===== src/rtl/assert_macros.svh =====
// assertion helpers for the bar scanner block
`ifndef ASSERT_MACROS_SVH
`define ASSERT_MACROS_SVH

// same-cycle implication
`define ASSERT_IMPLIES(label, clk, rst_n, ante, cons, msg) \
  label: assert property (@(posedge clk) disable iff (!rst_n) (ante) |-> (cons)) \
    else $error(msg);

// next-cycle implication
`define ASSERT_NEXT(label, clk, rst_n, ante, cons, msg) \
  label: assert property (@(posedge clk) disable iff (!rst_n) (ante) |=> (cons)) \
    else $error(msg);

`endif


===== src/rtl/lbss_pkg.sv =====
package lbss_pkg;

  localparam int NUM_BARS = 8;
  localparam int CNT_W    = $clog2(NUM_BARS + 1);
  localparam int IDX_W    = $clog2(NUM_BARS);
  localparam int RND_W    = 16;
  localparam int PC_W     = 4;

  localparam logic [1:0] MODE_BOUNCE = 2'd0;
  localparam logic [1:0] MODE_PULSE  = 2'd1;

  localparam logic [1:0] CFG_MODE  = 2'd0;
  localparam logic [1:0] CFG_RED   = 2'd1;
  localparam logic [1:0] CFG_GREEN = 2'd2;
  localparam logic [1:0] CFG_BLUE  = 2'd3;

  localparam logic [4:0] SPEED_SLOW = 5'd5;
  localparam logic [4:0] SPEED_FAST = 5'd20;
  localparam logic [7:0] LEVEL_FULL = 8'd255;

  // microcode addresses
  localparam logic [PC_W-1:0] A_BLK   = 4'd0;
  localparam logic [PC_W-1:0] A_MODE  = 4'd1;
  localparam logic [PC_W-1:0] A_SBNC  = 4'd2;
  localparam logic [PC_W-1:0] A_PLS0  = 4'd3;
  localparam logic [PC_W-1:0] A_PUP_A = 4'd4;
  localparam logic [PC_W-1:0] A_PUP_B = 4'd5;
  localparam logic [PC_W-1:0] A_PDN_A = 4'd6;
  localparam logic [PC_W-1:0] A_PDN_B = 4'd7;
  localparam logic [PC_W-1:0] A_PEND  = 4'd8;
  localparam logic [PC_W-1:0] A_BNC_A = 4'd9;
  localparam logic [PC_W-1:0] A_BNC_B = 4'd10;
  localparam logic [PC_W-1:0] A_TGL   = 4'd11;
  localparam logic [PC_W-1:0] A_DONE  = 4'd12;

  typedef struct packed {
    logic             action;
    logic [RND_W-1:0] random_bits;
  } lbss_in_t;

  typedef struct packed {
    logic       bank;
    logic [2:0] header;
    logic [7:0] out_red;
    logic [7:0] out_green;
    logic [7:0] out_blue;
    logic [4:0] fade_speed;
    logic       is_fade;
    logic       last;
  } lbss_out_t;

  typedef struct packed {
    logic [1:0] mode;
    logic [7:0] red;
    logic [7:0] green;
    logic [7:0] blue;
  } lbss_cfg_t;

  typedef enum logic [2:0] {
    EM_NONE,
    EM_BLACK,
    EM_FADE_IN,
    EM_FADE_OUT,
    EM_QUARTER,
    EM_TOGGLE
  } lbss_emit_e;

  typedef enum logic [2:0] {
    BS_BLK,
    BS_CNT,
    BS_IDX,
    BS_POS,
    BS_ONE
  } lbss_bar_sel_e;

  typedef enum logic [1:0] {
    CN_HOLD,
    CN_LOAD,
    CN_INC,
    CN_DEC
  } lbss_cnt_op_e;

  typedef enum logic [1:0] {
    PO_HOLD,
    PO_START,
    PO_BOUNCE
  } lbss_pos_op_e;

  typedef enum logic [1:0] {
    LS_NEVER,
    LS_ALWAYS,
    LS_BLK,
    LS_TOGGLE
  } lbss_last_sel_e;

  typedef enum logic [1:0] {
    BR_NEXT,
    BR_LOOP,
    BR_MODE,
    BR_END
  } lbss_branch_e;

  typedef struct packed {
    lbss_emit_e       emit;
    lbss_bar_sel_e    bar;
    logic             fast;
    lbss_cnt_op_e     cnt_op;
    logic [CNT_W-1:0] cnt_val;
    logic [CNT_W-1:0] limit;
    lbss_pos_op_e     pos_op;
    lbss_last_sel_e   last_sel;
    lbss_branch_e     branch;
    logic [PC_W-1:0]  target;
  } lbss_uword_t;

  typedef struct packed {
    logic step;
    logic dispatch;
    logic clear_lit;
  } lbss_dp_ctrl_t;

  typedef struct packed {
    logic      emit_valid;
    logic      at_limit;
    lbss_out_t item;
  } lbss_dp_stat_t;

  function automatic logic is_toggle(input logic [1:0] mode);
    return (mode != MODE_BOUNCE) && (mode != MODE_PULSE);
  endfunction

  // blackout order: header by header, bank by bank
  function automatic logic [CNT_W-1:0] blk_bar(input logic [IDX_W-1:0] j);
    logic [CNT_W-1:0] bar;
    int n;
    int h;
    int k;
    bar = '0;
    n = 0;
    for (h = 0; h < 4; h++) begin
      for (k = 0; k < NUM_BARS; k++) begin
        if (k * 4 + h + 1 <= NUM_BARS) begin
          if (n == int'(j)) begin
            bar = CNT_W'(k * 4 + h + 1);
          end
          n = n + 1;
        end
      end
    end
    return bar;
  endfunction

  // bars whose random field is zero
  function automatic logic [NUM_BARS-1:0] zero_fields(input logic [RND_W-1:0] rnd);
    logic [NUM_BARS-1:0] z;
    int i;
    z = '1;
    for (i = 0; i < NUM_BARS; i++) begin
      if (2 * i + 1 < RND_W) begin
        z[i] = (rnd[2*i +: 2] == 2'b00);
      end
    end
    return z;
  endfunction

endpackage


===== src/rtl/lbss_ucode_rom.sv =====
module lbss_ucode_rom (
  input  logic [lbss_pkg::PC_W-1:0] pc_i,
  output lbss_pkg::lbss_uword_t     uword_o
);
  import lbss_pkg::*;

  localparam logic [CNT_W-1:0] C_ZERO = '0;
  localparam logic [CNT_W-1:0] C_TWO  = CNT_W'(2);
  localparam logic [CNT_W-1:0] C_TOP  = CNT_W'(NUM_BARS);
  localparam logic [CNT_W-1:0] C_LAST = CNT_W'(NUM_BARS - 1);

  function automatic lbss_uword_t mk(
    input lbss_emit_e       em,
    input lbss_bar_sel_e    bs,
    input logic             fast,
    input lbss_cnt_op_e     co,
    input logic [CNT_W-1:0] val,
    input logic [CNT_W-1:0] lim,
    input lbss_pos_op_e     po,
    input lbss_last_sel_e   ls,
    input lbss_branch_e     br,
    input logic [PC_W-1:0]  tgt
  );
    lbss_uword_t w;
    w.emit     = em;
    w.bar      = bs;
    w.fast     = fast;
    w.cnt_op   = co;
    w.cnt_val  = val;
    w.limit    = lim;
    w.pos_op   = po;
    w.last_sel = ls;
    w.branch   = br;
    w.target   = tgt;
    return w;
  endfunction

  always_comb begin
    unique case (pc_i)
      A_BLK:   uword_o = mk(EM_BLACK, BS_BLK, 1'b0, CN_INC, C_ZERO, C_LAST,
                            PO_HOLD, LS_BLK, BR_LOOP, A_BLK);
      A_MODE:  uword_o = mk(EM_NONE, BS_ONE, 1'b0, CN_LOAD, C_ZERO, C_ZERO,
                            PO_HOLD, LS_NEVER, BR_MODE, A_DONE);
      A_SBNC:  uword_o = mk(EM_FADE_IN, BS_ONE, 1'b0, CN_HOLD, C_ZERO, C_ZERO,
                            PO_START, LS_ALWAYS, BR_END, A_DONE);
      A_PLS0:  uword_o = mk(EM_FADE_IN, BS_ONE, 1'b1, CN_LOAD, C_TWO, C_ZERO,
                            PO_HOLD, LS_NEVER, BR_NEXT, A_DONE);
      A_PUP_A: uword_o = mk(EM_FADE_IN, BS_CNT, 1'b0, CN_HOLD, C_ZERO, C_ZERO,
                            PO_HOLD, LS_NEVER, BR_NEXT, A_DONE);
      A_PUP_B: uword_o = mk(EM_BLACK, BS_CNT, 1'b0, CN_INC, C_LAST, C_TOP,
                            PO_HOLD, LS_NEVER, BR_LOOP, A_PUP_A);
      A_PDN_A: uword_o = mk(EM_FADE_IN, BS_CNT, 1'b0, CN_HOLD, C_ZERO, C_ZERO,
                            PO_HOLD, LS_NEVER, BR_NEXT, A_DONE);
      A_PDN_B: uword_o = mk(EM_BLACK, BS_CNT, 1'b0, CN_DEC, C_ZERO, C_TWO,
                            PO_HOLD, LS_NEVER, BR_LOOP, A_PDN_A);
      A_PEND:  uword_o = mk(EM_QUARTER, BS_ONE, 1'b1, CN_HOLD, C_ZERO, C_ZERO,
                            PO_HOLD, LS_ALWAYS, BR_END, A_DONE);
      A_BNC_A: uword_o = mk(EM_FADE_OUT, BS_POS, 1'b0, CN_HOLD, C_ZERO, C_ZERO,
                            PO_BOUNCE, LS_NEVER, BR_NEXT, A_DONE);
      A_BNC_B: uword_o = mk(EM_FADE_IN, BS_POS, 1'b0, CN_HOLD, C_ZERO, C_ZERO,
                            PO_HOLD, LS_ALWAYS, BR_END, A_DONE);
      A_TGL:   uword_o = mk(EM_TOGGLE, BS_IDX, 1'b0, CN_INC, C_ZERO, C_LAST,
                            PO_HOLD, LS_TOGGLE, BR_LOOP, A_TGL);
      default: uword_o = mk(EM_NONE, BS_ONE, 1'b0, CN_HOLD, C_ZERO, C_ZERO,
                            PO_HOLD, LS_NEVER, BR_END, A_DONE);
    endcase
  end

endmodule


===== src/rtl/lbss_datapath.sv =====
module lbss_datapath (
  input  logic                       clk_i,
  input  logic                       rst_ni,
  input  lbss_pkg::lbss_uword_t      uword_i,
  input  lbss_pkg::lbss_dp_ctrl_t    ctrl_i,
  input  lbss_pkg::lbss_cfg_t        cfg_i,
  input  logic [lbss_pkg::RND_W-1:0] rnd_i,
  output lbss_pkg::lbss_dp_stat_t    stat_o
);
  import lbss_pkg::*;

  logic [CNT_W-1:0]    cnt_q, cnt_d;
  logic [CNT_W-1:0]    pos_q, pos_d;
  logic                up_q, up_d;
  logic [NUM_BARS-1:0] lit_q, lit_d;
  logic [RND_W-1:0]    rnd_q;

  logic [IDX_W-1:0]    idx;
  logic [NUM_BARS-1:0] zmask;
  logic                z_here;
  logic                z_above;
  logic [CNT_W-1:0]    bar;
  logic [CNT_W-1:0]    bar_m1;
  logic                in_range;
  logic [7:0]          eff_red;
  logic                at_limit;
  lbss_out_t           item;
  logic                emit_valid;

  assign idx      = cnt_q[IDX_W-1:0];
  assign zmask    = zero_fields(rnd_q);
  assign z_here   = zmask[idx];
  assign at_limit = (cnt_q == uword_i.limit);
  assign eff_red  = ((cfg_i.red | cfg_i.green | cfg_i.blue) == 8'd0) ? LEVEL_FULL
                                                                      : cfg_i.red;

  always_comb begin
    z_above = 1'b0;
    for (int i = 0; i < NUM_BARS; i++) begin
      if (zmask[i] && (i > int'(cnt_q))) begin
        z_above = 1'b1;
      end
    end
  end

  always_comb begin
    unique case (uword_i.bar)
      BS_BLK:  bar = blk_bar(idx);
      BS_CNT:  bar = cnt_q;
      BS_IDX:  bar = cnt_q + CNT_W'(1);
      BS_POS:  bar = pos_q;
      BS_ONE:  bar = CNT_W'(1);
      default: bar = '0;
    endcase
  end

  assign in_range = (bar != '0) && (bar <= CNT_W'(NUM_BARS));
  assign bar_m1   = bar - CNT_W'(1);

  always_comb begin
    item            = '0;
    item.bank       = bar_m1[2];
    item.header     = {1'b0, bar_m1[1:0]} + 3'd1;
    item.fade_speed = uword_i.fast ? SPEED_FAST : SPEED_SLOW;
    item.is_fade    = 1'b1;
    unique case (uword_i.emit)
      EM_BLACK: begin
        item.fade_speed = 5'd0;
        item.is_fade    = 1'b0;
      end
      EM_FADE_IN: begin
        item.out_red   = eff_red;
        item.out_green = cfg_i.green;
        item.out_blue  = cfg_i.blue;
      end
      EM_QUARTER: begin
        item.out_red   = {2'b00, eff_red[7:2]};
        item.out_green = {2'b00, cfg_i.green[7:2]};
        item.out_blue  = {2'b00, cfg_i.blue[7:2]};
      end
      EM_TOGGLE: begin
        if (!lit_q[idx]) begin
          item.out_red   = eff_red;
          item.out_green = cfg_i.green;
          item.out_blue  = cfg_i.blue;
        end
      end
      default: begin
      end
    endcase
    unique case (uword_i.last_sel)
      LS_ALWAYS: item.last = 1'b1;
      LS_BLK:    item.last = (cnt_q == CNT_W'(NUM_BARS - 1)) && is_toggle(cfg_i.mode)
                             && (zmask == '0);
      LS_TOGGLE: item.last = !z_above;
      default:   item.last = 1'b0;
    endcase
  end

  assign emit_valid = (uword_i.emit != EM_NONE) && in_range
                      && ((uword_i.emit != EM_TOGGLE) || z_here);

  assign stat_o.emit_valid = emit_valid;
  assign stat_o.at_limit   = at_limit;
  assign stat_o.item       = item;

  always_comb begin
    cnt_d = cnt_q;
    pos_d = pos_q;
    up_d  = up_q;
    lit_d = lit_q;
    if (ctrl_i.dispatch) begin
      cnt_d = '0;
      if (ctrl_i.clear_lit) begin
        lit_d = '0;
      end
    end else if (ctrl_i.step) begin
      if ((uword_i.branch == BR_LOOP) && at_limit) begin
        cnt_d = uword_i.cnt_val;
      end else begin
        unique case (uword_i.cnt_op)
          CN_HOLD: cnt_d = cnt_q;
          CN_LOAD: cnt_d = uword_i.cnt_val;
          CN_INC:  cnt_d = cnt_q + CNT_W'(1);
          CN_DEC:  cnt_d = cnt_q - CNT_W'(1);
          default: cnt_d = cnt_q;
        endcase
      end
      unique case (uword_i.pos_op)
        PO_START: begin
          pos_d = CNT_W'(1);
          up_d  = 1'b1;
        end
        PO_BOUNCE: begin
          if (pos_q <= CNT_W'(1)) begin
            pos_d = CNT_W'(2);
            up_d  = 1'b1;
          end else if (pos_q >= CNT_W'(NUM_BARS)) begin
            pos_d = CNT_W'(NUM_BARS - 1);
            up_d  = 1'b0;
          end else if (up_q) begin
            pos_d = pos_q + CNT_W'(1);
          end else begin
            pos_d = pos_q - CNT_W'(1);
          end
        end
        default: begin
        end
      endcase
      if ((uword_i.emit == EM_TOGGLE) && z_here) begin
        lit_d[idx] = !lit_q[idx];
      end
    end
  end

  always_ff @(posedge clk_i or negedge rst_ni) begin
    if (!rst_ni) begin
      cnt_q <= '0;
      pos_q <= '0;
      up_q  <= 1'b0;
      lit_q <= '0;
    end else begin
      cnt_q <= cnt_d;
      pos_q <= pos_d;
      up_q  <= up_d;
      lit_q <= lit_d;
    end
  end

  always_ff @(posedge clk_i) begin
    if (ctrl_i.dispatch) begin
      rnd_q <= rnd_i;
    end
  end

endmodule


===== src/rtl/led_bar_scanner_sequencer.sv =====
// one microcode step per cycle while the output is not stalled, each step emits at most one command
// a result reaches the output register in the cycle after its step; an item runs as microcode steps
// after the accept cycle (a start in pulse mode is longest); the next item is taken once the
// sequencer reaches its end step or emits an item marked last, and a stalled output holds the step that emits
// reset clears the config, control and valid registers, bar position, direction and all lit flags
module led_bar_scanner_sequencer (
  input  logic                 clk_i,
  input  logic                 rst_ni,
  input  logic                 in_valid_i,
  output logic                 in_ready_o,
  input  lbss_pkg::lbss_in_t   in_data_i,
  output logic                 out_valid_o,
  input  logic                 out_ready_i,
  output lbss_pkg::lbss_out_t  out_data_o,
  input  logic                 cfg_valid_i,
  output logic                 cfg_ready_o,
  input  logic [1:0]           cfg_index_i,
  input  logic [7:0]           cfg_data_i
);
  import lbss_pkg::*;

  `include "assert_macros.svh"

  lbss_cfg_t       cfg_q, cfg_d;
  logic            busy_q, busy_d;
  logic [PC_W-1:0] pc_q, pc_d;
  logic            out_valid_q, out_valid_d;
  lbss_out_t       out_data_q;

  lbss_uword_t     uword;
  lbss_dp_ctrl_t   dp_ctrl;
  lbss_dp_stat_t   dp_stat;
  logic            accept;
  logic            emit;
  logic            step_en;
  logic            done;
  logic [PC_W-1:0] entry_pc;
  logic [PC_W-1:0] mode_pc;

  assign in_ready_o  = !busy_q;
  assign cfg_ready_o = 1'b1;
  assign accept      = in_valid_i && in_ready_o;
  assign emit        = busy_q && dp_stat.emit_valid;
  assign step_en     = busy_q && (!dp_stat.emit_valid || !out_valid_q || out_ready_i);
  assign done        = (uword.branch == BR_END) || (emit && dp_stat.item.last);

  always_comb begin
    priority if (cfg_q.mode == MODE_BOUNCE) begin
      mode_pc = A_SBNC;
    end else if (cfg_q.mode == MODE_PULSE) begin
      mode_pc = A_PLS0;
    end else begin
      mode_pc = A_TGL;
    end
  end

  always_comb begin
    priority if (!in_data_i.action) begin
      entry_pc = A_BLK;
    end else if (cfg_q.mode == MODE_BOUNCE) begin
      entry_pc = A_BNC_A;
    end else if (cfg_q.mode == MODE_PULSE) begin
      entry_pc = A_PLS0;
    end else begin
      entry_pc = A_TGL;
    end
  end

  assign dp_ctrl.step      = step_en;
  assign dp_ctrl.dispatch  = accept;
  assign dp_ctrl.clear_lit = accept && !in_data_i.action && is_toggle(cfg_q.mode);

  lbss_ucode_rom u_rom (
    .pc_i    (pc_q),
    .uword_o (uword)
  );

  lbss_datapath u_dp (
    .clk_i   (clk_i),
    .rst_ni  (rst_ni),
    .uword_i (uword),
    .ctrl_i  (dp_ctrl),
    .cfg_i   (cfg_q),
    .rnd_i   (in_data_i.random_bits),
    .stat_o  (dp_stat)
  );

  always_comb begin
    cfg_d = cfg_q;
    if (cfg_valid_i && cfg_ready_o) begin
      unique case (cfg_index_i)
        CFG_MODE:  cfg_d.mode  = cfg_data_i[1:0];
        CFG_RED:   cfg_d.red   = cfg_data_i;
        CFG_GREEN: cfg_d.green = cfg_data_i;
        CFG_BLUE:  cfg_d.blue  = cfg_data_i;
        default:   cfg_d = cfg_q;
      endcase
    end
  end

  always_comb begin
    busy_d = busy_q;
    pc_d   = pc_q;
    if (accept) begin
      busy_d = 1'b1;
      pc_d   = entry_pc;
    end else if (step_en) begin
      if (done) begin
        busy_d = 1'b0;
      end
      unique case (uword.branch)
        BR_NEXT: pc_d = pc_q + PC_W'(1);
        BR_LOOP: pc_d = dp_stat.at_limit ? pc_q + PC_W'(1) : uword.target;
        BR_MODE: pc_d = mode_pc;
        BR_END:  pc_d = pc_q;
        default: pc_d = pc_q;
      endcase
    end
  end

  always_comb begin
    out_valid_d = out_valid_q;
    if (step_en && emit) begin
      out_valid_d = 1'b1;
    end else if (out_ready_i) begin
      out_valid_d = 1'b0;
    end
  end

  always_ff @(posedge clk_i or negedge rst_ni) begin
    if (!rst_ni) begin
      cfg_q       <= '0;
      busy_q      <= 1'b0;
      pc_q        <= A_DONE;
      out_valid_q <= 1'b0;
    end else begin
      cfg_q       <= cfg_d;
      busy_q      <= busy_d;
      pc_q        <= pc_d;
      out_valid_q <= out_valid_d;
    end
  end

  always_ff @(posedge clk_i) begin
    if (step_en && emit) begin
      out_data_q <= dp_stat.item;
    end
  end

  assign out_valid_o = out_valid_q;
  assign out_data_o  = out_data_q;

  `ASSERT_NEXT(a_accept_busy, clk_i, rst_ni, accept, busy_q, "accepted item did not start the sequencer")
  `ASSERT_IMPLIES(a_pc_range, clk_i, rst_ni, busy_q, pc_q <= A_DONE, "step counter left the program")
  `ASSERT_IMPLIES(a_header_range, clk_i, rst_ni, out_valid_o, (out_data_o.header != 3'd0) && (out_data_o.header <= 3'd4), "header out of range")

endmodule

===== config.mk =====
export PLATFORM = sky130hd
export DESIGN_NAME = led_bar_scanner_sequencer
export DESIGN_NICKNAME = d
export VERILOG_FILES = /design/src/rtl/lbss_pkg.sv /design/src/rtl/lbss_ucode_rom.sv /design/src/rtl/lbss_datapath.sv /design/src/rtl/led_bar_scanner_sequencer.sv
export VERILOG_INCLUDE_DIRS = /design/src /design/src/rtl
export SDC_FILE = /design/constraint.sdc
export NUM_CORES = 1
export LEC_CHECK = 0
export ABC_AREA = 1
export BUFFER_PORTS_ARGS = -buffer_cell sky130_fd_sc_hd__buf_4
export CORE_ASPECT_RATIO = 0.8
export CORE_MARGIN = 3
export CORE_UTILIZATION = 45
export CTS_BUF_LIST = sky130_fd_sc_hd__clkbuf_4 sky130_fd_sc_hd__clkbuf_8
export CTS_CLUSTER_SIZE = 40
export DETAILED_ROUTE_END_ITERATION = 8
export MAX_ROUTING_LAYER = met4
export SYNTH_ARGS = -nofsm -noshare
export SYNTH_HDL_FRONTEND = slang
export SYNTH_SLANG_ARGS = --single-unit

===== constraint.sdc =====
create_clock -name clk_i -period 10.8 [get_ports clk_i]
set_input_delay 2.16 -clock clk_i [delete_from_list [all_inputs] [get_ports clk_i]]
set_output_delay 2.16 -clock clk_i [all_outputs]
set_load 0.02 [all_outputs]

==> flow_summary.json, run 1 <==
{
  "run_status": "finished, final reports clean",
  "setup_fix_bufs_post_cts": 0,
  "r2r_slack_ns": 6.54,
  "total_routing_usage_gr_pct": 21.42,
  "largest_family_of_logic_cells_by_synthesized_area": "simple AND/OR/NAND/NOR gates",
  "final_routed_wire_length_divided_by_cell_count_um": 15.75,
  "syn_avg_cell_area_um2": 8.600,
  "root_buffer": "sky130_fd_sc_hd__clkbuf_8",
  "syn-cell-area_mm2": 0.005831,
  "grt_start_max_net_pins": 50,
  "fp.dieArea_mm2": 0.01437,
  "core.rowCount": 36,
  "worstReg2RegStart": "pc_q[0]",
  "synthMostInstantiatedCell": "sky130_fd_sc_hd__nand2_1",
  "core_area_mm2": 0.01243,
  "p_leak_uw": 0.003118,
  "detailed_routing_iteration_count_for_the_pre_antenna_repair_pass": 5,
  "synth-compound-area-share_pct": 10.73,
  "vdd_ir_drop_max_mv": 0.1379,
  "worstPathRequired_ns": 10.80,
  "insertedDiodeCount": 0,
  "cts.path.max_buffers": 2,
  "routabilityCongestion": 0.9294,
  "finish.utilization_pct": 53.22,
  "dp_hpwl_mm": 10.88,
  "cts_resized": 0,
  "worst_slew_pin_slew_ns": 1.064,
  "tritoncts.num_buffers": 9,
  "muxShareOfSynthArea_pct": 0,
  "clock_sinks": 98,
  "wl_mm": 14.41,
  "synth_edf_count": 49,
  "yosysUniqueCellTypes": 51,
  "layout.cells.non_filler": 915,
  "top_cell_type_by_total_area_after_synthesis": "sky130_fd_sc_hd__edfxtp_1",
  "fin_worst_hold_slack_ns": 0.4876,
  "number_of_warning_messages_in_the_yosys_log": 0,
  "antenna_violating_nets_post_route": 0,
  "r2r_end": "out_data_o[18]",
  "period_share_pct": 39.45,
  "post_synthesis_xor_xnor_area_fraction_pct": 1.052,
  "timing.fmax_mhz": 234.7,
  "async_reset_ff_share_pct": 50.00,
  "cts-htree-levels": 3,
  "ios": 70,
  "final-max-slew-violation-count": 0,
  "syn_to_final_growth_pct": 13.48,
  "crit_path_max_fanout": 33,
  "power_density_mw_per_mm2": 316.9,
  "port-buffer-count": 66,
  "design.final.nets": 796,
  "final.setup.tns_ns": 0,
  "floorplan.die.height_um": 107.8,
  "critical_path.endpoint_type": "flip-flop",
  "setup_repair_after_global_routing_missed_its_margin": "no",
  "start_kind": "flip-flop",
  "clkSlewWorstSetupHoldPaths_ns": 0.09,
  "final.fill_count": 1180,
  "timing.hold.worst_endpoint": "u_dp.lit_q[7]",
  "synthTopCellsByCount": "sky130_fd_sc_hd__nand2_1, sky130_fd_sc_hd__inv_1, sky130_fd_sc_hd__edfxtp_1, sky130_fd_sc_hd__dfrtp_1, sky130_fd_sc_hd__nand3_1",
  "via_per_inst": 5.282,
  "timing.slew.headroom_pct": 29.09,
  "synth_top_area_share_pct": 25.24,
  "min_delay_path_depth": 2,
  "yosys_most_used_dff": "sky130_fd_sc_hd__edfxtp_1",
  "critical_path_arrival_ns": 4.26,
  "synth.area.top_cells": "sky130_fd_sc_hd__edfxtp_1, sky130_fd_sc_hd__dfrtp_1, sky130_fd_sc_hd__nand2_1",
  "worstRegToRegCells": 20,
  "yosys.area_share.simple_pct": 27.83,
  "worst-setup-path-type": "flip-flop to flip-flop",
  "final_layout_size_suffix_gt1_share_pct": 20.03,
  "post_synth_inst_count": 678,
  "fin_worst_skew_ns": 0.009515,
  "ctsHoldBuffers": 0,
  "number_of_global_route_vias_before_repair": 4544,
  "min_path_type": "flip-flop to flip-flop",
  "synth_seq_area_share_pct": 46.31,
  "min-delay-start": "u_dp.lit_q[7]",
  "dp.cells": 899,
  "post-route-drc-count": 0,
  "hold_viol": 0,
  "yosys_register_bits": 98,
  "timing.final.crit_period_ns": 4.261,
  "clk-insertion-delay-late_ns": 0.38,
  "drt-initial-drc-count": 331,
  "starting_utilization_of_the_core_area_pct": 46.90,
  "die_w_um": 133.3,
  "drv.max_cap_violation_count": 0,
  "grt_pass1_wl_mm": 23.49,
  "via_count": 4833,
  "grt_antenna_before_repair": 0,
  "cts_tree": "built",
  "setup-violations-final": 0,
  "grt.overflow.total": 0,
  "post_synth_fa_ha_maj_area_fraction_pct": 5.365
}
-- registers in the layout, indices dropped and copies added, names as in the netlist --
signal       cells
u_dp.up_q        1
out_data_o      33
u_dp.rnd_q      16
u_dp.lit_q       8
u_dp.cnt_q       4
pc_q             4
out_valid_o      1
u_dp.pos_q       4
busy_q           1
cfg_q           26
-- worst max-delay path by stage --
stage / from / endpoint / slack (ns) / cells past startpoint
after floorplan: pc_q[0] / out_data_o[0] / 6.34 / 20
after global placement: pc_q[0] / out_data_o[15] / 6.74 / 20
after detailed placement: pc_q[0] / out_data_o[10] / 6.51 / 20
after CTS: pc_q[0] / out_data_o[17] / 6.52 / 20
after global routing: pc_q[0] / out_data_o[18] / 6.12 / 20
final: pc_q[0] / out_data_o[18] / 6.54 / 20
-- through the flow --
step / total power [uW] / instance area [um2] / worst slack (ns)
3_3_place_gp: 1866 / 6439 / 6.743
6_report: 2097 / 6616 / 6.539
4_1_cts: 2110 / 6616 / 6.517
5_1_grt: 2286 / 6616 / 6.119
3_5_place_dp: 1887 / 6439 / 6.506
2_1_floorplan: 1547 / 5834 / 6.339
-- report_power, final --
part           switching [uW]  internal [uW]
Clock                     125           95.2
Combinational             794            401
Sequential               96.4            585
Total                    1020           1080
-- area by class of cell --
class | instances | area (um2) | share of cell area, %
Sequential cell | 98 | 2700 | 40.81
Multi-Input combinational cell | 468 | 2644 | 39.96
Timing Repair Buffer | 67 | 503.0 | 7.602
Inverter | 95 | 377.9 | 5.711
Tap cell | 171 | 214.0 | 3.234
Clock buffer | 12 | 152.6 | 2.307
Clock inverter | 4 | 25.02 | 0.3782
-- critical path: stages, from the launching register on --
cell	delay [ns]
sky130_fd_sc_hd__dfrtp_1	0.50
sky130_fd_sc_hd__inv_1	0.20
sky130_fd_sc_hd__ha_1	0.31
sky130_fd_sc_hd__nor2_8	0.17
sky130_fd_sc_hd__nand2_2	0.10
sky130_fd_sc_hd__nand2_4	0.13
sky130_fd_sc_hd__inv_4	0.05
sky130_fd_sc_hd__nor2_8	0.13
sky130_fd_sc_hd__nand2_1	0.06
sky130_fd_sc_hd__a21oi_1	0.16
sky130_fd_sc_hd__o221ai_1	0.14
sky130_fd_sc_hd__o2111ai_1	0.17
sky130_fd_sc_hd__inv_1	0.08
sky130_fd_sc_hd__ha_1	0.28
sky130_fd_sc_hd__nand3_2	0.12
sky130_fd_sc_hd__nor2_1	0.04
sky130_fd_sc_hd__nor2_1	0.14
sky130_fd_sc_hd__nand2_1	0.08
sky130_fd_sc_hd__nor2_1	0.14
sky130_fd_sc_hd__inv_1	0.10
sky130_fd_sc_hd__nor2_4	0.73
-- layer usage --
layer / routed length (um) / track usage, % / up-vias
met3: 884 / 4.393 / 15
li1: - / - / 2389
met2: 6260 / 31.27 / 149
met5: 0 / - / -
met4: 181 / 5.727 / 0
met1: 7086 / 30.59 / 2280
-- logic make-up after synthesis --
family                   count (synthesis)
AO/OA/AOI/OAI                          103
adder cells (fa/ha/maj)                 25
buffers and inverters                  113
XOR/XNOR                                 7
flip-flops                              98
other                                    2
AND/OR/NAND/NOR                        330
-- cells in the final DEF, fill, tap and decap left out, types with 10 or more instances in the layout --
| master | n |
|---|---|
| sky130_fd_sc_hd__a21oi_1 | 12 |
| sky130_fd_sc_hd__buf_4 | 67 |
| sky130_fd_sc_hd__clkbuf_8 | 10 |
| sky130_fd_sc_hd__dfrtp_1 | 47 |
| sky130_fd_sc_hd__edfxtp_1 | 49 |
| sky130_fd_sc_hd__ha_1 | 25 |
| sky130_fd_sc_hd__inv_1 | 85 |
| sky130_fd_sc_hd__nand2_1 | 164 |
| sky130_fd_sc_hd__nand2_2 | 11 |
| sky130_fd_sc_hd__nand3_1 | 46 |
| sky130_fd_sc_hd__nand4_1 | 22 |
| sky130_fd_sc_hd__nor2_1 | 40 |
| sky130_fd_sc_hd__o21ai_0 | 40 |
| sky130_fd_sc_hd__o22ai_1 | 22 |
(Power assumes the default switching activity.)
==> inputs of run 2 (changes only) <==
- PLACE_DENSITY: unset -> 0.67
- clock period: 10.8 -> 3.5 ns (I/O delays scaled with it)
==> flow_summary.json, run 2 (synthesized netlist as in run 1, its figures left out) <==
{
  "p_leak_uw": 0.003212,
  "grt.overflow.total": 0,
  "start_kind": "flip-flop",
  "area_taken_by_multi_input_logic_gates_mm2": 0.002664,
  "timing.final.crit_period_ns": 3.254,
  "number_of_global_route_vias_before_repair": 4541,
  "critical_path_arrival_ns": 3.35,
  "power_density_mw_per_mm2": 1035,
  "timing.fmax_mhz": 307.3,
  "setup_repair_after_global_routing_missed_its_margin": "no",
  "final.setup.tns_ns": 0,
  "starting_utilization_of_the_core_area_pct": 46.90,
  "detailed_routing_iteration_count_for_the_pre_antenna_repair_pass": 5,
  "crit_path_max_fanout": 8,
  "total_routing_usage_gr_pct": 21.79,
  "root_buffer": "sky130_fd_sc_hd__clkbuf_8",
  "syn_to_final_growth_pct": 17.02,
  "ios": 70,
  "final.fill_count": 1183,
  "tritoncts.num_buffers": 9,
  "final_layout_size_suffix_gt1_share_pct": 22.79,
  "antenna_violating_nets_post_route": 0,
  "fp.dieArea_mm2": 0.01437,
  "final_routed_wire_length_divided_by_cell_count_um": 16.30,
  "die_w_um": 133.3,
  "dp_hpwl_mm": 11.16,
  "ff_latch_area_mm2": 0.002705,
  "via_count": 4921,
  "hold_viol": 0,
  "placed_area_mm2": 0.006530,
  "period_share_pct": 92.97,
  "core_area_mm2": 0.01243,
  "port-buffer-count": 66,
  "run_status": "finished, final reports clean",
  "clock_sinks": 98,
  "grt_pass1_wl_mm": 23.81,
  "cts-htree-levels": 3,
  "worstPathRequired_ns": 3.60,
  "floorplan.die.height_um": 107.8,
  "worst_slew_pin_slew_ns": 0.6954,
  "drv.max_cap_violation_count": 0,
  "via_per_inst": 5.291,
  "wl_mm": 15.16,
  "most-common-layout-cells": "sky130_fd_sc_hd__nand2_1, sky130_fd_sc_hd__inv_1, sky130_fd_sc_hd__buf_4",
  "final_common_cell": "sky130_fd_sc_hd__nand2_1",
  "timing.slew.headroom_pct": 53.64,
  "stdcell_area_mm2": 0.006823,
  "cts.path.max_buffers": 2,
  "vdd_ir_drop_max_mv": 0.3608,
  "clk-insertion-delay-late_ns": 0.39,
  "post-route-drc-count": 0,
  "critical_path.endpoint_type": "flip-flop",
  "grt_antenna_before_repair": 0,
  "final-max-slew-violation-count": 0,
  "drt-initial-drc-count": 458,
  "biggestRegsByFlops": "out_data_o (33), cfg_q (26), u_dp.rnd_q (16)",
  "core.rowCount": 36,
  "grt_start_max_net_pins": 50,
  "max_flop_register": "out_data_o",
  "cts_tree": "built",
  "insertedDiodeCount": 0,
  "setup-violations-final": 0,
  "design.final.nets": 811,
  "worst-setup-path-type": "flip-flop to flip-flop",
  "worstRegToRegCells": 22,
  "routabilityCongestion": 0.8990,
  "fin_worst_skew_ns": 0.02151,
  "largest_register_ffs": 33,
  "min_path_type": "primary input to asynchronous set/reset pin",
  "clkSlewWorstSetupHoldPaths_ns": 0.11
}
[run 2: where the power goes]
group,internal (uW),switching [uW]
sequential,1800,241
combinational,1590,2730
clock,295,404
[run 2: worst paths after layout]
kind	from	to	slack [ns]
setup / recovery	pc_q[0]	out_data_o[8]	0.25
hold / removal	rst_ni	u_dp.cnt_q[2]	0.34
setup reg to reg	pc_q[0]	out_data_o[8]	0.25
hold reg to reg	u_dp.lit_q[3]	u_dp.lit_q[3]	0.49
max in group asynchronous	rst_ni	pc_q[0]	2.64
min in group clk_i	in_data_i[12]	u_dp.rnd_q[12]	0.48
[run 2: metal layers]
metal / global-route usage [%] / vias up / routed length [um]
met4: 4.258 / 0 / 122
met5: - / - / 0
met2: 29.93 / 150 / 6470
met3: 5.327 / 12 / 944
met1: 32.78 / 2339 / 7625
li1: - / 2420 / -
[run 2: critical path, cell delays in order, from the launching register on]
cell and delay (ns):
sky130_fd_sc_hd__dfrtp_2 0.42, sky130_fd_sc_hd__inv_2 0.11, sky130_fd_sc_hd__ha_2 0.32, sky130_fd_sc_hd__nand2_2 0.11, sky130_fd_sc_hd__nand2_2 0.06, sky130_fd_sc_hd__nand2_2 0.07, sky130_fd_sc_hd__nand2_2 0.09, sky130_fd_sc_hd__nor2_8 0.12
sky130_fd_sc_hd__nand2_1 0.07, sky130_fd_sc_hd__a21oi_2 0.12, sky130_fd_sc_hd__o221ai_1 0.14, sky130_fd_sc_hd__o2111ai_2 0.10, sky130_fd_sc_hd__inv_1 0.07, sky130_fd_sc_hd__ha_2 0.22, sky130_fd_sc_hd__nand3_2 0.10, sky130_fd_sc_hd__nor2_1 0.05
sky130_fd_sc_hd__nor2_2 0.10, sky130_fd_sc_hd__nand2_1 0.08, sky130_fd_sc_hd__nor2_2 0.10, sky130_fd_sc_hd__inv_1 0.08, sky130_fd_sc_hd__nor2_4 0.11, sky130_fd_sc_hd__buf_12 0.14, sky130_fd_sc_hd__clkbuf_16 0.16
[run 2: layout make-up]
type | instances | share of cell area, %
sequential | 98 | 39.65
multi-input combinational | 468 | 39.04
timing repair buffer | 82 | 10.01
inverter | 95 | 5.538
tap | 171 | 3.136
clock buffer | 12 | 2.237
clock inverter | 4 | 0.3851
[run 2: through the flow]
step,hold WS [ns],utilization [%],worst slack [ns],std cells,power (uW)
final,0.3425,54.88,0.2461,930,7063
after global routing,0.3729,54.88,0.002038,930,7584
after detailed placement,0.4639,52.53,0.07086,909,5995
after floorplan,0.4044,-,0.03447,679,4788
after global placement,0.4555,52.53,0.1623,909,5934
after CTS,0.3613,53.97,0.05407,925,6709
[run 2: repair_timing]
action,in CTS,in global routing
endpoints found under the setup margin,0,33
endpoints found under the hold margin,0,0
setup buffers,0,2
hold buffers,0,0
resized for setup,0,8
==> inputs of run 3 (changes only) <==
- CORE_UTILIZATION: 45 -> 50
- PLACE_DENSITY: 0.67 -> 0.73
==> flow_summary.json, run 3 (synthesized netlist as in run 1, its figures left out) <==
{
  "design.final.nets": 820,
  "floorplan.die.height_um": 102.6,
  "stdcell_area_mm2": 0.006853,
  "cts-htree-levels": 3,
  "crit_path_max_fanout": 8,
  "final.setup.tns_ns": 0,
  "clkSlewWorstSetupHoldPaths_ns": 0.11,
  "run_status": "finished, final reports clean",
  "sequentialPowerShare_pct": 28.7,
  "core_area_mm2": 0.01110,
  "drv.max_cap_violation_count": 0,
  "fp.dieArea_mm2": 0.01300,
  "period_share_pct": 96.17,
  "final_routed_wire_length_divided_by_cell_count_um": 16.81,
  "grt_start_max_net_pins": 50,
  "most-common-layout-cells": "sky130_fd_sc_hd__nand2_1, sky130_fd_sc_hd__buf_4, sky130_fd_sc_hd__inv_1",
  "root_buffer": "sky130_fd_sc_hd__clkbuf_8",
  "combinationalPowerShare_pct": 61.2,
  "ios": 70,
  "hold_viol": 0,
  "via_count": 5095,
  "die_w_um": 126.7,
  "final_common_cell": "sky130_fd_sc_hd__nand2_1",
  "placed_area_mm2": 0.006504,
  "syn_to_final_growth_pct": 17.53,
  "start_kind": "flip-flop",
  "dp_hpwl_mm": 11.32,
  "p_int_uw": 3752,
  "tritoncts.num_buffers": 9,
  "power.net_switching_uw": 3397,
  "number_of_global_route_vias_before_repair": 4624,
  "antenna_violating_nets_post_route": 0,
  "timing.fmax_mhz": 297.1,
  "grt.overflow.total": 0,
  "cts_tree": "built",
  "routabilityCongestion": 0.9252,
  "clk-insertion-delay-late_ns": 0.38,
  "insertedDiodeCount": 0,
  "starting_utilization_of_the_core_area_pct": 52.51,
  "port-buffer-count": 66,
  "power_uw": 7149,
  "final-max-slew-violation-count": 0,
  "biggestRegsByFlops": "out_data_o (33), cfg_q (26), u_dp.rnd_q (16)",
  "clock_sinks": 98,
  "worst_slew_pin_slew_ns": 0.6920,
  "drt-initial-drc-count": 494,
  "grt_pass1_wl_mm": 23.89,
  "detailed_routing_iteration_count_for_the_pre_antenna_repair_pass": 5,
  "post-route-drc-count": 0,
  "fin_worst_hold_slack_ns": 0.3413,
  "grt_antenna_before_repair": 0,
  "via_per_inst": 5.587,
  "max_flop_register": "out_data_o",
  "fin_worst_skew_ns": 0.009556,
  "layout.cells.non_filler": 912,
  "total_routing_usage_gr_pct": 24.12,
  "timing.slew.headroom_pct": 53.86,
  "worstPathRequired_ns": 3.60,
  "ctsHoldBuffers": 0,
  "timing.final.crit_period_ns": 3.366,
  "netSwitchingFraction_pct": 47.51,
  "wl_mm": 15.33,
  "critical_path_arrival_ns": 3.47,
  "largest_register_ffs": 33,
  "setup-violations-final": 0,
  "critical_path.endpoint_type": "flip-flop",
  "min_path_type": "primary input to asynchronous set/reset pin",
  "dp.cells": 883,
  "core.rowCount": 34,
  "pwr-share-clk_pct": 10.1,
  "power_density_mw_per_mm2": 1043,
  "vdd_ir_drop_max_mv": 0.3664,
  "cts.path.max_buffers": 2,
  "final_layout_size_suffix_gt1_share_pct": 23.31,
  "p_leak_uw": 0.003257,
  "worst-setup-path-type": "flip-flop to flip-flop"
}
==> run 3: changes by cell type in the layout (fill, tap and decap cells not counted), sizes merged <==
cell and change:
clkbuf -2, inv +3, buf +9, clkinvlp -1
==> run 3: area by class of cell <==
type,count,area [um2]
Timing Repair Buffer,91,747.0
Multi-Input combinational cell,468,2660
Clock buffer,10,137.6
Fill cell,950,4250
Tap cell,144,180.2
Clock inverter,6,46.29
Sequential cell,98,2701
Inverter,95,380.4
==> run 3: per-layer routing <==
layer	vias to the layer above	GRT usage, %	part of all wire [%]
met1	2434	34.62	46
li1	2439	-	-
met5	-	-	0
met2	202	36.63	46
met4	0	5.029	1.2
met3	20	3.832	7.0
==> run 3: through the flow <==
stage	setup slack (ns)	util, %
6_report	0.1339	61.72
2_1_floorplan	0.03447	-
3_5_place_dp	0.0002416	58.58
5_1_grt	-0.03028	61.72
3_3_place_gp	0.1213	58.58
4_1_cts	0.02409	60.23
==> run 3: path summary, 6_finish.rpt <==
check	from	end	slack, ns	cells past startpoint
max	pc_q[1]	out_data_o[21]	0.13	22
min reg2reg	u_dp.lit_q[0]	u_dp.lit_q[0]	0.49	2
min in group clk_i	in_data_i[7]	u_dp.rnd_q[7]	0.49	1
max in group asynchronous	rst_ni	pc_q[0]	2.64	1
min	rst_ni	u_dp.cnt_q[1]	0.34	1
max reg2reg	pc_q[1]	out_data_o[21]	0.13	22
==> run 3: power by group through the flow <==
stage | clock network (uW) | logic [uW] | registers (uW)
after floorplan | 0 | 2510 | 2280
after global placement | 0 | 3880 | 2060
after detailed placement | 0 | 3930 | 2070
after CTS | 734 | 3940 | 2050
after global routing | 776 | 4810 | 2090
final | 719 | 4380 | 2050
==> run 3: critical path, cell delays in order, from the launching register on <==
cell                        delay (ns)
sky130_fd_sc_hd__dfrtp_1          0.44
sky130_fd_sc_hd__inv_2            0.12
sky130_fd_sc_hd__ha_2             0.32
sky130_fd_sc_hd__nand2_2          0.10
sky130_fd_sc_hd__nand2_2          0.06
sky130_fd_sc_hd__nand2_2          0.10
sky130_fd_sc_hd__nand2_4          0.07
sky130_fd_sc_hd__nor2_8           0.11
sky130_fd_sc_hd__nand2_1          0.07
sky130_fd_sc_hd__a21oi_2          0.13
sky130_fd_sc_hd__o221ai_1         0.12
sky130_fd_sc_hd__o2111ai_1        0.15
sky130_fd_sc_hd__inv_1            0.07
sky130_fd_sc_hd__ha_1             0.22
sky130_fd_sc_hd__nand3_2          0.09
sky130_fd_sc_hd__nor2_1           0.05
sky130_fd_sc_hd__nor2_2           0.16
sky130_fd_sc_hd__nand2_1          0.09
sky130_fd_sc_hd__nor2_2           0.11
sky130_fd_sc_hd__inv_1            0.08
sky130_fd_sc_hd__nor2_4           0.11
sky130_fd_sc_hd__buf_12           0.15
sky130_fd_sc_hd__clkbuf_16        0.16
==> run 3: repair_timing <==
| item | CTS | global route |
|---|---|---|
| setup endpoints to repair | 28 | 33 |
| gates cloned | 0 | 3 |
| buffers inserted | 0 | 10 |
| pin swaps | 0 | 4 |
| gates resized for setup | 1 | 5 |
